File: src/rtl/core/sdtl_pkg.sv
`timescale 1ns / 1ps

package sdtl_pkg;

   // Request kinds carried on req_tuser
   localparam logic [1:0] OP_START  = 2'd0;
   localparam logic [1:0] OP_STOP   = 2'd1;
   localparam logic [1:0] OP_EXPIRE = 2'd2;

   // Alarm update codes
   localparam logic [1:0] ACT_NONE    = 2'd0;
   localparam logic [1:0] ACT_ARMED   = 2'd1;
   localparam logic [1:0] ACT_STOPPED = 2'd2;

   // Packed widths of the stream payloads
   localparam int ReqDataW = 104;
   localparam int RspDataW = 40;

   typedef enum logic [3:0] {
      ST_IDLE,
      ST_DECODE,
      ST_UL_NEXT,
      ST_UL_ALARM,
      ST_UL_WALK,
      ST_INS_START,
      ST_INS_WALK,
      ST_INS_LINK,
      ST_INS_PREV,
      ST_PROC,
      ST_DONE
   } state_type;

   // a fires before b on the wrapping 32-bit time line
   function automatic logic wrap_before(input logic [31:0] a, input logic [31:0] b);
      logic [31:0] diff;
      diff = a - b;
      return diff[31];
   endfunction

   // Time left until fire time ft, zero once it has passed
   function automatic logic [31:0] time_left(input logic [31:0] ft, input logic [31:0] now);
      logic [31:0] ahead;
      ahead = ft - now;
      return wrap_before(now, ft) ? ahead : 32'd0;
   endfunction

endpackage

File: src/rtl/core/sorted_deadline_timer_list.sv
`timescale 1ns / 1ps

// Channel  | Dir | Handshake             | Payload
// request  | in  | req_tvalid/req_tready | req_tuser: op; req_tdata: timer_id, now,
//          |     |                       |   start_time, delay
// response | out | rsp_tvalid/rsp_tready | rsp_tdata: fired, fired_id, alarm_action,
//          |     |                       |   alarm_remaining
//
// One request at a time. A stop or a start may walk the list, which reads one link from
// the link memory per cycle; an expiry check looks only at the head and does not walk.
// Synchronous reset empties the list and clears the linked bits; the memories need
// no clearing pass. A stalled response sits in its output register while the next
// request is taken; only the final load of a later response waits for it.

module sorted_deadline_timer_list #(
   parameter int NUM_TIMERS = 16
) (
   input  logic                          clock,
   input  logic                          reset,
   input  logic                          req_tvalid,
   output logic                          req_tready,
   input  logic [1:0]                    req_tuser,  // op
   // timer_id[3:0], now[35:4], start_time[67:36], delay[98:68], zero fill
   input  logic [sdtl_pkg::ReqDataW-1:0] req_tdata,
   output logic                          rsp_tvalid,
   input  logic                          rsp_tready,
   // fired[0], fired_id[4:1], alarm_action[6:5], alarm_remaining[38:7], zero fill
   output logic [sdtl_pkg::RspDataW-1:0] rsp_tdata
);

   localparam int SlotW = $clog2(NUM_TIMERS + 1);
   localparam int AddrW = $clog2(NUM_TIMERS);
   localparam logic [SlotW-1:0] SlotEnd = SlotW'(NUM_TIMERS);

   // Control state
   sdtl_pkg::state_type     state_ff, state_in;
   logic [SlotW-1:0]        head_ff, head_in;
   logic [NUM_TIMERS-1:0]   linked_ff, linked_in;
   logic                    rsp_valid_ff, rsp_valid_in;

   // Request and walk registers
   logic [1:0]              op_ff, op_in;
   logic [3:0]              id_ff, id_in;
   logic [SlotW-1:0]        slot_ff, slot_in;
   logic [31:0]             now_ff, now_in;
   logic [31:0]             start_ff, start_in;
   logic [30:0]             delay_ff, delay_in;
   logic [31:0]             fnew_ff, fnew_in;
   logic                    apast_ff, apast_in;
   logic [SlotW-1:0]        cur_ff, cur_in;
   logic [SlotW-1:0]        prev_ff, prev_in;
   logic [SlotW-1:0]        ns_ff, ns_in;
   logic                    fired_ff, fired_in;
   logic [3:0]              fid_ff, fid_in;
   logic [1:0]              act_ff, act_in;
   logic [31:0]             rem_ff, rem_in;
   logic [sdtl_pkg::RspDataW-1:0] rsp_data_ff, rsp_data_in;

   // Memories and their ports
   logic [31:0]             fire_mem [NUM_TIMERS];
   logic [SlotW-1:0]        next_mem [NUM_TIMERS];
   logic [31:0]             fire_rd_ff;
   logic [SlotW-1:0]        next_rd_ff;
   logic [AddrW-1:0]        rd_addr;
   logic                    fire_we;
   logic [AddrW-1:0]        fire_wa;
   logic [31:0]             fire_wd;
   logic                    next_we;
   logic [AddrW-1:0]        next_wa;
   logic [SlotW-1:0]        next_wd;

   logic                    id_ok;
   logic                    b_past;
   logic                    goes_first;
   sdtl_pkg::state_type     after_unlink;

   assign req_tready = (state_ff == sdtl_pkg::ST_IDLE);
   assign rsp_tvalid = rsp_valid_ff;
   assign rsp_tdata  = rsp_data_ff;

   assign id_ok = ({4'b0000, id_ff} < 8'(NUM_TIMERS));
   assign after_unlink = (op_ff == sdtl_pkg::OP_START) ? sdtl_pkg::ST_INS_START
                                                        : sdtl_pkg::ST_DONE;

   // Wrap-aware order of the new fire time against the entry under the walk
   assign b_past     = sdtl_pkg::wrap_before(fire_rd_ff, now_ff);
   assign goes_first = (b_past != apast_ff) ? apast_ff
                                            : sdtl_pkg::wrap_before(fnew_ff, fire_rd_ff);

   // Fire time and link memories, one write and one registered read each
   always_ff @(posedge clock) begin
      if (fire_we) begin
         fire_mem[fire_wa] <= fire_wd;
      end
      fire_rd_ff <= fire_mem[rd_addr];
   end

   always_ff @(posedge clock) begin
      if (next_we) begin
         next_mem[next_wa] <= next_wd;
      end
      next_rd_ff <= next_mem[rd_addr];
   end

   // Control registers
   always_ff @(posedge clock) begin
      if (reset) begin
         state_ff     <= sdtl_pkg::ST_IDLE;
         head_ff      <= SlotEnd;
         linked_ff    <= '0;
         rsp_valid_ff <= 1'b0;
      end else begin
         state_ff     <= state_in;
         head_ff      <= head_in;
         linked_ff    <= linked_in;
         rsp_valid_ff <= rsp_valid_in;
      end
   end

   // Payload registers
   always_ff @(posedge clock) begin
      op_ff       <= op_in;
      id_ff       <= id_in;
      slot_ff     <= slot_in;
      now_ff      <= now_in;
      start_ff    <= start_in;
      delay_ff    <= delay_in;
      fnew_ff     <= fnew_in;
      apast_ff    <= apast_in;
      cur_ff      <= cur_in;
      prev_ff     <= prev_in;
      ns_ff       <= ns_in;
      fired_ff    <= fired_in;
      fid_ff      <= fid_in;
      act_ff      <= act_in;
      rem_ff      <= rem_in;
      rsp_data_ff <= rsp_data_in;
   end

   // Sequencer: next state, walk control and memory ports
   always_comb begin
      state_in     = state_ff;
      head_in      = head_ff;
      linked_in    = linked_ff;
      rsp_valid_in = rsp_valid_ff & ~rsp_tready;
      op_in        = op_ff;
      id_in        = id_ff;
      slot_in      = slot_ff;
      now_in       = now_ff;
      start_in     = start_ff;
      delay_in     = delay_ff;
      fnew_in      = fnew_ff;
      apast_in     = apast_ff;
      cur_in       = cur_ff;
      prev_in      = prev_ff;
      ns_in        = ns_ff;
      fired_in     = fired_ff;
      fid_in       = fid_ff;
      act_in       = act_ff;
      rem_in       = rem_ff;
      rsp_data_in  = rsp_data_ff;
      rd_addr      = '0;
      fire_we      = 1'b0;
      fire_wa      = slot_ff[AddrW-1:0];
      fire_wd      = start_ff + {1'b0, delay_ff};
      next_we      = 1'b0;
      next_wa      = slot_ff[AddrW-1:0];
      next_wd      = cur_ff;

      unique case (state_ff)
         // Take a request and clear the result
         sdtl_pkg::ST_IDLE: begin
            if (req_tvalid) begin
               op_in    = req_tuser;
               id_in    = req_tdata[3:0];
               slot_in  = SlotW'(req_tdata[3:0]);
               now_in   = req_tdata[35:4];
               start_in = req_tdata[67:36];
               delay_in = req_tdata[98:68];
               fired_in = 1'b0;
               fid_in   = 4'd0;
               act_in   = sdtl_pkg::ACT_NONE;
               rem_in   = 32'd0;
               state_in = sdtl_pkg::ST_DECODE;
            end
         end

         sdtl_pkg::ST_DECODE: begin
            rd_addr = slot_ff[AddrW-1:0];
            if (op_ff == sdtl_pkg::OP_START && id_ok) begin
               fire_we = 1'b1;
               fnew_in = fire_wd;
               state_in = linked_ff[slot_ff[AddrW-1:0]] ? sdtl_pkg::ST_UL_NEXT
                                                        : sdtl_pkg::ST_INS_START;
            end else if (op_ff == sdtl_pkg::OP_STOP && id_ok) begin
               state_in = linked_ff[slot_ff[AddrW-1:0]] ? sdtl_pkg::ST_UL_NEXT
                                                        : sdtl_pkg::ST_DONE;
            end else if (op_ff == sdtl_pkg::OP_EXPIRE) begin
               if (head_ff == SlotEnd) begin
                  act_in   = sdtl_pkg::ACT_STOPPED;
                  state_in = sdtl_pkg::ST_DONE;
               end else begin
                  rd_addr  = head_ff[AddrW-1:0];
                  state_in = sdtl_pkg::ST_PROC;
               end
            end else begin
               state_in = sdtl_pkg::ST_DONE;
            end
         end

         // Head fire time is out: fire it or re-arm the alarm
         sdtl_pkg::ST_PROC: begin
            if (!sdtl_pkg::wrap_before(now_ff, fire_rd_ff)) begin
               fired_in = 1'b1;
               fid_in   = 4'(head_ff);
               slot_in  = head_ff;
               rd_addr  = head_ff[AddrW-1:0];
               state_in = sdtl_pkg::ST_UL_NEXT;
            end else begin
               act_in   = sdtl_pkg::ACT_ARMED;
               rem_in   = sdtl_pkg::time_left(fire_rd_ff, now_ff);
               state_in = sdtl_pkg::ST_DONE;
            end
         end

         // Successor of the slot is out: drop it from the head or start the walk
         sdtl_pkg::ST_UL_NEXT: begin
            ns_in = next_rd_ff;
            if (head_ff == slot_ff) begin
               head_in = next_rd_ff;
               linked_in[slot_ff[AddrW-1:0]] = 1'b0;
               if (next_rd_ff == SlotEnd) begin
                  act_in   = sdtl_pkg::ACT_STOPPED;
                  rem_in   = 32'd0;
                  state_in = after_unlink;
               end else begin
                  rd_addr  = next_rd_ff[AddrW-1:0];
                  state_in = sdtl_pkg::ST_UL_ALARM;
               end
            end else begin
               cur_in   = head_ff;
               rd_addr  = head_ff[AddrW-1:0];
               state_in = sdtl_pkg::ST_UL_WALK;
            end
         end

         sdtl_pkg::ST_UL_ALARM: begin
            act_in   = sdtl_pkg::ACT_ARMED;
            rem_in   = sdtl_pkg::time_left(fire_rd_ff, now_ff);
            state_in = after_unlink;
         end

         // Find the predecessor and bridge over the slot
         sdtl_pkg::ST_UL_WALK: begin
            if (next_rd_ff == slot_ff) begin
               next_we  = 1'b1;
               next_wa  = cur_ff[AddrW-1:0];
               next_wd  = ns_ff;
               linked_in[slot_ff[AddrW-1:0]] = 1'b0;
               state_in = after_unlink;
            end else begin
               cur_in  = next_rd_ff;
               rd_addr = next_rd_ff[AddrW-1:0];
            end
         end

         sdtl_pkg::ST_INS_START: begin
            apast_in = sdtl_pkg::wrap_before(fnew_ff, now_ff);
            prev_in  = SlotEnd;
            cur_in   = head_ff;
            rd_addr  = head_ff[AddrW-1:0];
            state_in = (head_ff == SlotEnd) ? sdtl_pkg::ST_INS_LINK
                                            : sdtl_pkg::ST_INS_WALK;
         end

         // Advance past every entry that fires no later than the new one
         sdtl_pkg::ST_INS_WALK: begin
            if (goes_first) begin
               state_in = sdtl_pkg::ST_INS_LINK;
            end else begin
               prev_in = cur_ff;
               cur_in  = next_rd_ff;
               rd_addr = next_rd_ff[AddrW-1:0];
               if (next_rd_ff == SlotEnd) begin
                  state_in = sdtl_pkg::ST_INS_LINK;
               end
            end
         end

         sdtl_pkg::ST_INS_LINK: begin
            next_we = 1'b1;
            linked_in[slot_ff[AddrW-1:0]] = 1'b1;
            if (prev_ff == SlotEnd) begin
               head_in  = slot_ff;
               act_in   = sdtl_pkg::ACT_ARMED;
               rem_in   = sdtl_pkg::time_left(fnew_ff, now_ff);
               state_in = sdtl_pkg::ST_DONE;
            end else begin
               state_in = sdtl_pkg::ST_INS_PREV;
            end
         end

         sdtl_pkg::ST_INS_PREV: begin
            next_we  = 1'b1;
            next_wa  = prev_ff[AddrW-1:0];
            next_wd  = slot_ff;
            state_in = sdtl_pkg::ST_DONE;
         end

         // Hand the result over once the output register is free
         sdtl_pkg::ST_DONE: begin
            if (!rsp_valid_ff || rsp_tready) begin
               rsp_valid_in = 1'b1;
               rsp_data_in  = {1'b0, rem_ff, act_ff, fid_ff, fired_ff};
               state_in     = sdtl_pkg::ST_IDLE;
            end
         end

         default: begin
            state_in = sdtl_pkg::ST_IDLE;
         end
      endcase
   end

   // A head that is not the end mark points at a linked slot
   assert property (@(posedge clock) disable iff (reset)
      head_ff != SlotEnd |-> linked_ff[head_ff[AddrW-1:0]])
      else $error("head slot is not linked");

   // The head is a slot or the end mark
   assert property (@(posedge clock) disable iff (reset)
      head_ff <= SlotEnd)
      else $error("head slot out of range");

   // A fired timer always comes with an alarm update
   assert property (@(posedge clock) disable iff (reset)
      rsp_tvalid && rsp_tdata[0] |-> rsp_tdata[6:5] != sdtl_pkg::ACT_NONE)
      else $error("fired without alarm update");

   // A taken request closes the input until its work is done
   assert property (@(posedge clock) disable iff (reset)
      req_tvalid && req_tready |=> !req_tready)
      else $error("request taken while busy");

endmodule

File: config.mk
export PLATFORM = sky130hd
export DESIGN_NAME = sorted_deadline_timer_list
export DESIGN_NICKNAME = d
export VERILOG_FILES = /design/src/rtl/core/sdtl_pkg.sv /design/src/rtl/core/sorted_deadline_timer_list.sv
export SDC_FILE = /design/constraint.sdc
export NUM_CORES = 1
export LEC_CHECK = 0
export ABC_AREA = 1
export BUFFER_PORTS_ARGS = -buffer_cell sky130_fd_sc_hd__buf_2
export CAP_MARGIN = 25
export CORE_MARGIN = 2
export CORE_UTILIZATION = 40
export CTS_BUF_LIST = sky130_fd_sc_hd__clkbuf_16
export CTS_CLUSTER_SIZE = 20
export DETAILED_ROUTE_END_ITERATION = 12
export SLEW_MARGIN = 25
export SYNTH_ARGS = -nofsm -noshare
export SYNTH_HDL_FRONTEND = slang
export SYNTH_SLANG_ARGS = --single-unit
File: constraint.sdc
create_clock -name clock -period 8.5 [get_ports clock]
set_input_delay 2.55 -clock clock [delete_from_list [all_inputs] [get_ports clock]]
set_output_delay 2.55 -clock clock [all_outputs]
set_load 0.005 [all_outputs]
## Word level (Yosys, flattened, before mapping)

Memory sizes are Yosys's and may differ from the RTL's. A register that Yosys moved wholly into a read port is not among the register bits.
Index checks and enable logic that the tools add are counted.

- $add $sub $neg: 6
- Order comparisons: 2
- Equality and inequality tests: 34
- Muxes and demuxes: 86
- Bitwise gates (word level): 5
- Reduce and logical (&&, ||, !) cells: 24

Operator list:

| cell | number |
|---|---|
| $mux W32 | 7 |
| $pmux W32 S5 | 1 |
| $sub A32 B32 Y32 | 5 |
| $mux W4 | 25 |
| $pmux W16 S3 | 1 |
| $mux W5 | 9 |
| $pmux W4 S11 | 1 |
| $pmux W5 S2 | 4 |
| $add A32 B31 Y32 | 1 |
| $mux W16 | 2 |
| $ne A2 B2 Y1 const B | 15 |
| $pmux W4 S6 | 1 |
| $mux W2 | 11 |
| $pmux W5 S4 | 1 |
| $and A16 B16 Y16 | 1 |
| $eq A4 B3 Y1 const B | 4 |
| $not A16 Y16 | 1 |
| $or A16 B16 Y16 | 1 |
| $pmux W4 S2 | 2 |
| $eq A5 B5 Y1 const B | 3 |
| $mux W1 | 15 |
| $eq A4 B4 Y1 const B | 3 |
| $pmux W2 S6 | 1 |
| $eq A5 B5 Y1 | 2 |
| other kinds (30) | 40 |

- Register bits after elaboration: 254
- Bits in writable memories: 592
- Input bits: 110
- Output and inout port bits: 42
- Word-level logic and storage cells: 178
- Memories: 2

Memories:

| memory | words | bits a word | rd ports | clocked after memory_dff | wr ports | line | RTL |
|---|---|---|---|---|---|---|---|
| fire_mem | 16 | 32 | 1 | 1 | 1 | sorted_deadline_timer_list.sv:60 | `logic [31:0] fire_mem [NUM_TIMERS];` |
| next_mem | 16 | 5 | 1 | 1 | 1 | sorted_deadline_timer_list.sv:61 | `logic [SlotW-1:0] next_mem [NUM_TIMERS];` |

## Depth between registers and ports, before layout

- Depth in word-level cells: 8
- Depth in mapped cells: 23

## Worst setup path after synthesis

OpenSTA, ideal clock, no wires.

- Kind: input-to-reg
- Start point: input req_tvalid
- End point: register delay_ff[0], enable pin
- Library setup time: 0.553 ns
- Data arrival time: 6.594 ns
- Required time: 7.947 ns
- Path slack: 1.353 ns
- Stages: 2
- Buffers on the path: 0
- Cells stage by stage: inv_1 nor2_1

- Cells in the longest elaborated chain, start to end: 1

Ends and longest elaborated chain:

| element | line | RTL |
|---|---|---|
| start, declared | sorted_deadline_timer_list.sv:20 | `input logic req_tvalid,` |
| $reduce_and A2 Y1 (no line) | n/a |  |
| end signal, assigned | sorted_deadline_timer_list.sv:127 | `delay_ff <= delay_in;` |
| end, declared | sorted_deadline_timer_list.sv:47 | `logic [30:0] delay_ff, delay_in;` |

No other way between the ends.
A chain may end at the register's enable or synchronous reset.

## Worst setup path in the final report

- Start point: register now_ff[14]
- End point: register fire_rd_ff[28] (read register of fire_mem)

- Cells in the longest elaborated chain, start to end: 5
- Elaborated cells between the ends (all ways): 7

Ends and longest elaborated chain:

| element | line | RTL |
|---|---|---|
| start, declared | sorted_deadline_timer_list.sv:45 | `logic [31:0] now_ff, now_in;` |
| start signal, assigned | sorted_deadline_timer_list.sv:125 | `now_ff <= now_in;` |
| $sub A32 B32 Y32 | sdtl_pkg.sv:36 | `diff = a - b;` |
| $ne A1 B1 Y1 | sorted_deadline_timer_list.sv:87 | `assign goes_first = (b_past != apast_ff) ? apast_ff` |
| $mux W1 | sorted_deadline_timer_list.sv:87 |  |
| $mux W4 | sorted_deadline_timer_list.sv:278 | `if (goes_first) begin` |
| $pmux W4 S6 (*) | sorted_deadline_timer_list.sv:170 | `unique case (state_ff)` |
| end, declared | sorted_deadline_timer_list.sv:62 | `logic [31:0] fire_rd_ff;` |

Mark *: on every way between the ends. The rest lies on a longest branch, timed or not.

==> impl_results.md <==
* Placed cells at 5639
* Initial antenna violation count at 1
* Clock Latency Late Sink at 0.68 ns
* Deepest clock path buffer count at 3
* Ports at 152
* Final instance area at 48440 um2
* Fin. Hold Viols at 0
* GR Util met2 at 32.63%
* Static Leak at 20.03 nW
* Total CTS buffers at 95
* Grt total ovfl at 0
* Final setup viols at 0
* # port buffers at 145
* Dpl ws at 3.500 ns
* Cell variety after synth at 45
* RSZ-0062 raised after global routing: false
* Status: complete, no violations
* Mapped Area at 42920 um2
* Initial Utilization at 40.21%
* Vias per cell at 5.106
* Crit path arrival time at 5.61 ns
* Achievable frequency at 0.1999 GHz
* Final WS setup at 3.498 ns
* Routed Antenna Nets at 0
* Root Buffer: clkbuf_16
* Post-route minimum period at 5.002 ns
* Layout Cells excl Fill at 5819
* Met3 Use GR at 2.742%
* Maxcap violations at 0
* CTS clk-pin slew, worst paths at 0.07 ns
* Reg2Reg Setup Slack at 3.50 ns
* WL final at 110.9 mm
* Ys Warns at 0
* Asr flop ratio synth at 0%
* First-pass detailed-route iteration total at 5
* Fin Setup TNS at 0 ns
* GP Congestion at 0.9226
* Sequential share of the synthesized area at 60.31%
* TritonCTS clock tree: done
* Core Rows at 120
* Hold Path Origin: rem_ff[0]$_DFFE_PP_
* Period utilization at 58.84%
* Reg2reg end: fire_rd_ff[28]$_DFF_P_
* Dpl hpwl at 68.06 mm
* Synthesized instance count at 4202
* Total track usage at 19.85%
* Final nets at 4631
* Top_reg_cell synth: edfxtp_1
* GR Util met1 at 27.42%
* Starting DRT DRC Count at 2324
* Max Fanout on Critical Path at 65
* Crit start category: flip-flop
* Vias at 29710
* Layout cells sized above 1 at 9.085%
* Avg Cell Area, Syn at 10.21 um2
* Worst R2R Path Depth at 20
* Worst EP required at 9.11 ns
* Hold Path End: rsp_tdata[7]$_DFFE_PP_
* Post-synth EDFFs at 820
* Post-CTS Repair Setup Buffers at 0
* Slew @ Worst Pin at 1.094 ns
* Worst Skew at 0.02530 ns
* Die height at 331.6 um
* Placed cell areas at 45290 um2
* Cell area power density at 342.0 nW/um2
* CTS Sinks at 883
* Die ar. at 109900 um2
* HP Class: reg -> reg
* Max-slew violations at 0
* Most frequent cells in the layout: edfxtp_1, nand3_1, nand2_1
* Worst Setup End Kind: flip-flop
* Core Region at 106800 um2
* Commonest non-fill, non-tap cell in the layout: edfxtp_1
* Wire per inst at 19.06 um
* Global-route wire length before repair at 168.3 mm
* Die Span X at 331.6 um
* Slew Limit Headroom at 27.10%
* Post-synthesis register bit count at 883
* DRC at 0
* GR peak layer: met2
* WS Path Type: reg -> reg
* FF-to-FF Start: now_ff[14]$_DFFE_PP_
* Post-Syn Nets at 4500
* Vias in the first global route at 28270
* Largest net degree at the start of global routing at 190
* WHS Path Cells at 0
* Cts hold-fix bufs at 0
* H-tree levels at 3
* Area grow syn2layout at 12.86%
* Resized Gates After CTS at 0
* Maximum vdd ir drop at 186.5 uV
## worst max-delay path: stages, from the launching register on
cell and delay, ns:
edfxtp_1 0.42, inv_1 0.08, ha_1 0.37, nand2_1 0.20
inv_1 0.08, nand2_1 0.07, nand2_1 0.06, a21oi_1 0.18
nand2_2 0.16, nand2_1 0.16, nand3_1 0.13, nand3_1 0.13
nand2_2 0.12, nand3_1 0.14, nand2_4 0.42, inv_4 0.67
buf_4 0.77, nand3_1 0.16, nand3_1 0.12, nand3_1 0.13
nand2_1 0.15
## stage by stage
| stage | util [%] | total power [mW] | hold slack (ns) |
|---|---|---|---|
| floorplan | - | 10.37 | 0.4003 |
| global placement | 42.36 | 12.42 | 0.4007 |
| detailed placement | 42.43 | 12.52 | 0.4045 |
| CTS | 45.34 | 16.65 | 0.4183 |
| global route | 45.37 | 17.54 | 0.4226 |
| finish | 45.38 | 16.57 | 0.4168 |
## kinds of logic after synthesis
kind of cell | synth area share, %
AOI/OAI and AO/OA | 5.096
other | 0.008737
xor gates and xnor gates | 1.959
buffers and inverters | 7.970
and+or+nand+nor | 19.12
DFF | 60.31
adders and majority gates | 5.533
## metal layers
metal  part of all wire [%]  vias up
met5                      0        -
met4                    2.5        0
met3                    6.1      182
met2                     46      939
met1                     45    14070
li1                       -    14520
## worst max path at each step
stage	endpoint	start	slack, ns
floorplan	delay_ff[0]$_DFFE_PP_	req_tvalid	1.35
global placement	fire_rd_ff[0]$_DFF_P_	now_ff[2]$_DFFE_PP_	3.48
detailed placement	fire_rd_ff[3]$_DFF_P_	now_ff[14]$_DFFE_PP_	3.50
CTS	fire_rd_ff[3]$_DFF_P_	now_ff[2]$_DFFE_PP_	3.48
global route	fire_rd_ff[3]$_DFF_P_	now_ff[8]$_DFFE_PP_	3.17
finish	fire_rd_ff[28]$_DFF_P_	now_ff[14]$_DFFE_PP_	3.50
## state kept, by name, summed over array words and instances, names as in the netlist, 2 cells and up, named ones only
register / cells
fire_mem: 512
next_mem: 80
rsp_tdata: 39
fire_rd_ff: 32
fnew_ff: 32
now_ff: 32
rem_ff: 32
start_ff: 32
delay_ff: 31
cur_ff: 5
head_ff: 5
next_rd_ff: 5
ns_ff: 5
prev_ff: 5
slot_ff: 5
fid_ff: 4
state_ff: 4
act_ff: 2
op_ff: 2
## report_power, final
part	total [mW]	switching (mW)	internal (mW)
sequential	6.35	0.284	6.07
clock	4.10	1.75	2.35
combinational	6.11	4.40	1.71
## final cells by class
type                            count  area [um2]
Sequential cell                   883       25880
Fill cell                        9913       58310
Timing Repair Buffer              203        1199
Antenna cell                        2       5.005
Multi-Input combinational cell   2461       13890
Clock inverter                     83       734.5
Inverter                          689        2599
Tap cell                         1403        1755
Clock buffer                       95        2377
## cells in the mapped netlist (7+ instances only)
library cell	n	area share (%)
xnor2_1	37	0.76
o22ai_1	33	0.48
buf_4	10	0.17
dfxtp_1	63	2.9
xor2_1	59	1.2
o211ai_1	8	0.14
o21ai_0	110	1.3
buf_1	8	0.070
edfxtp_1	820	57
o221ai_1	7	0.14
nand2_1	709	6.2
a21o_1	11	0.19
a21oi_1	174	2.0
nand4_1	16	0.23
o21a_1	9	0.16
buf_2	124	1.4
clkbuf_1	26	0.23
ha_1	185	5.4
a31oi_1	13	0.19
nor2_1	167	1.5
nand3_1	725	8.5
nand3b_1	116	2.0
nor3_1	31	0.36
inv_1	683	6.0
nor4_1	7	0.10
(Power assumes the default switching activity.)
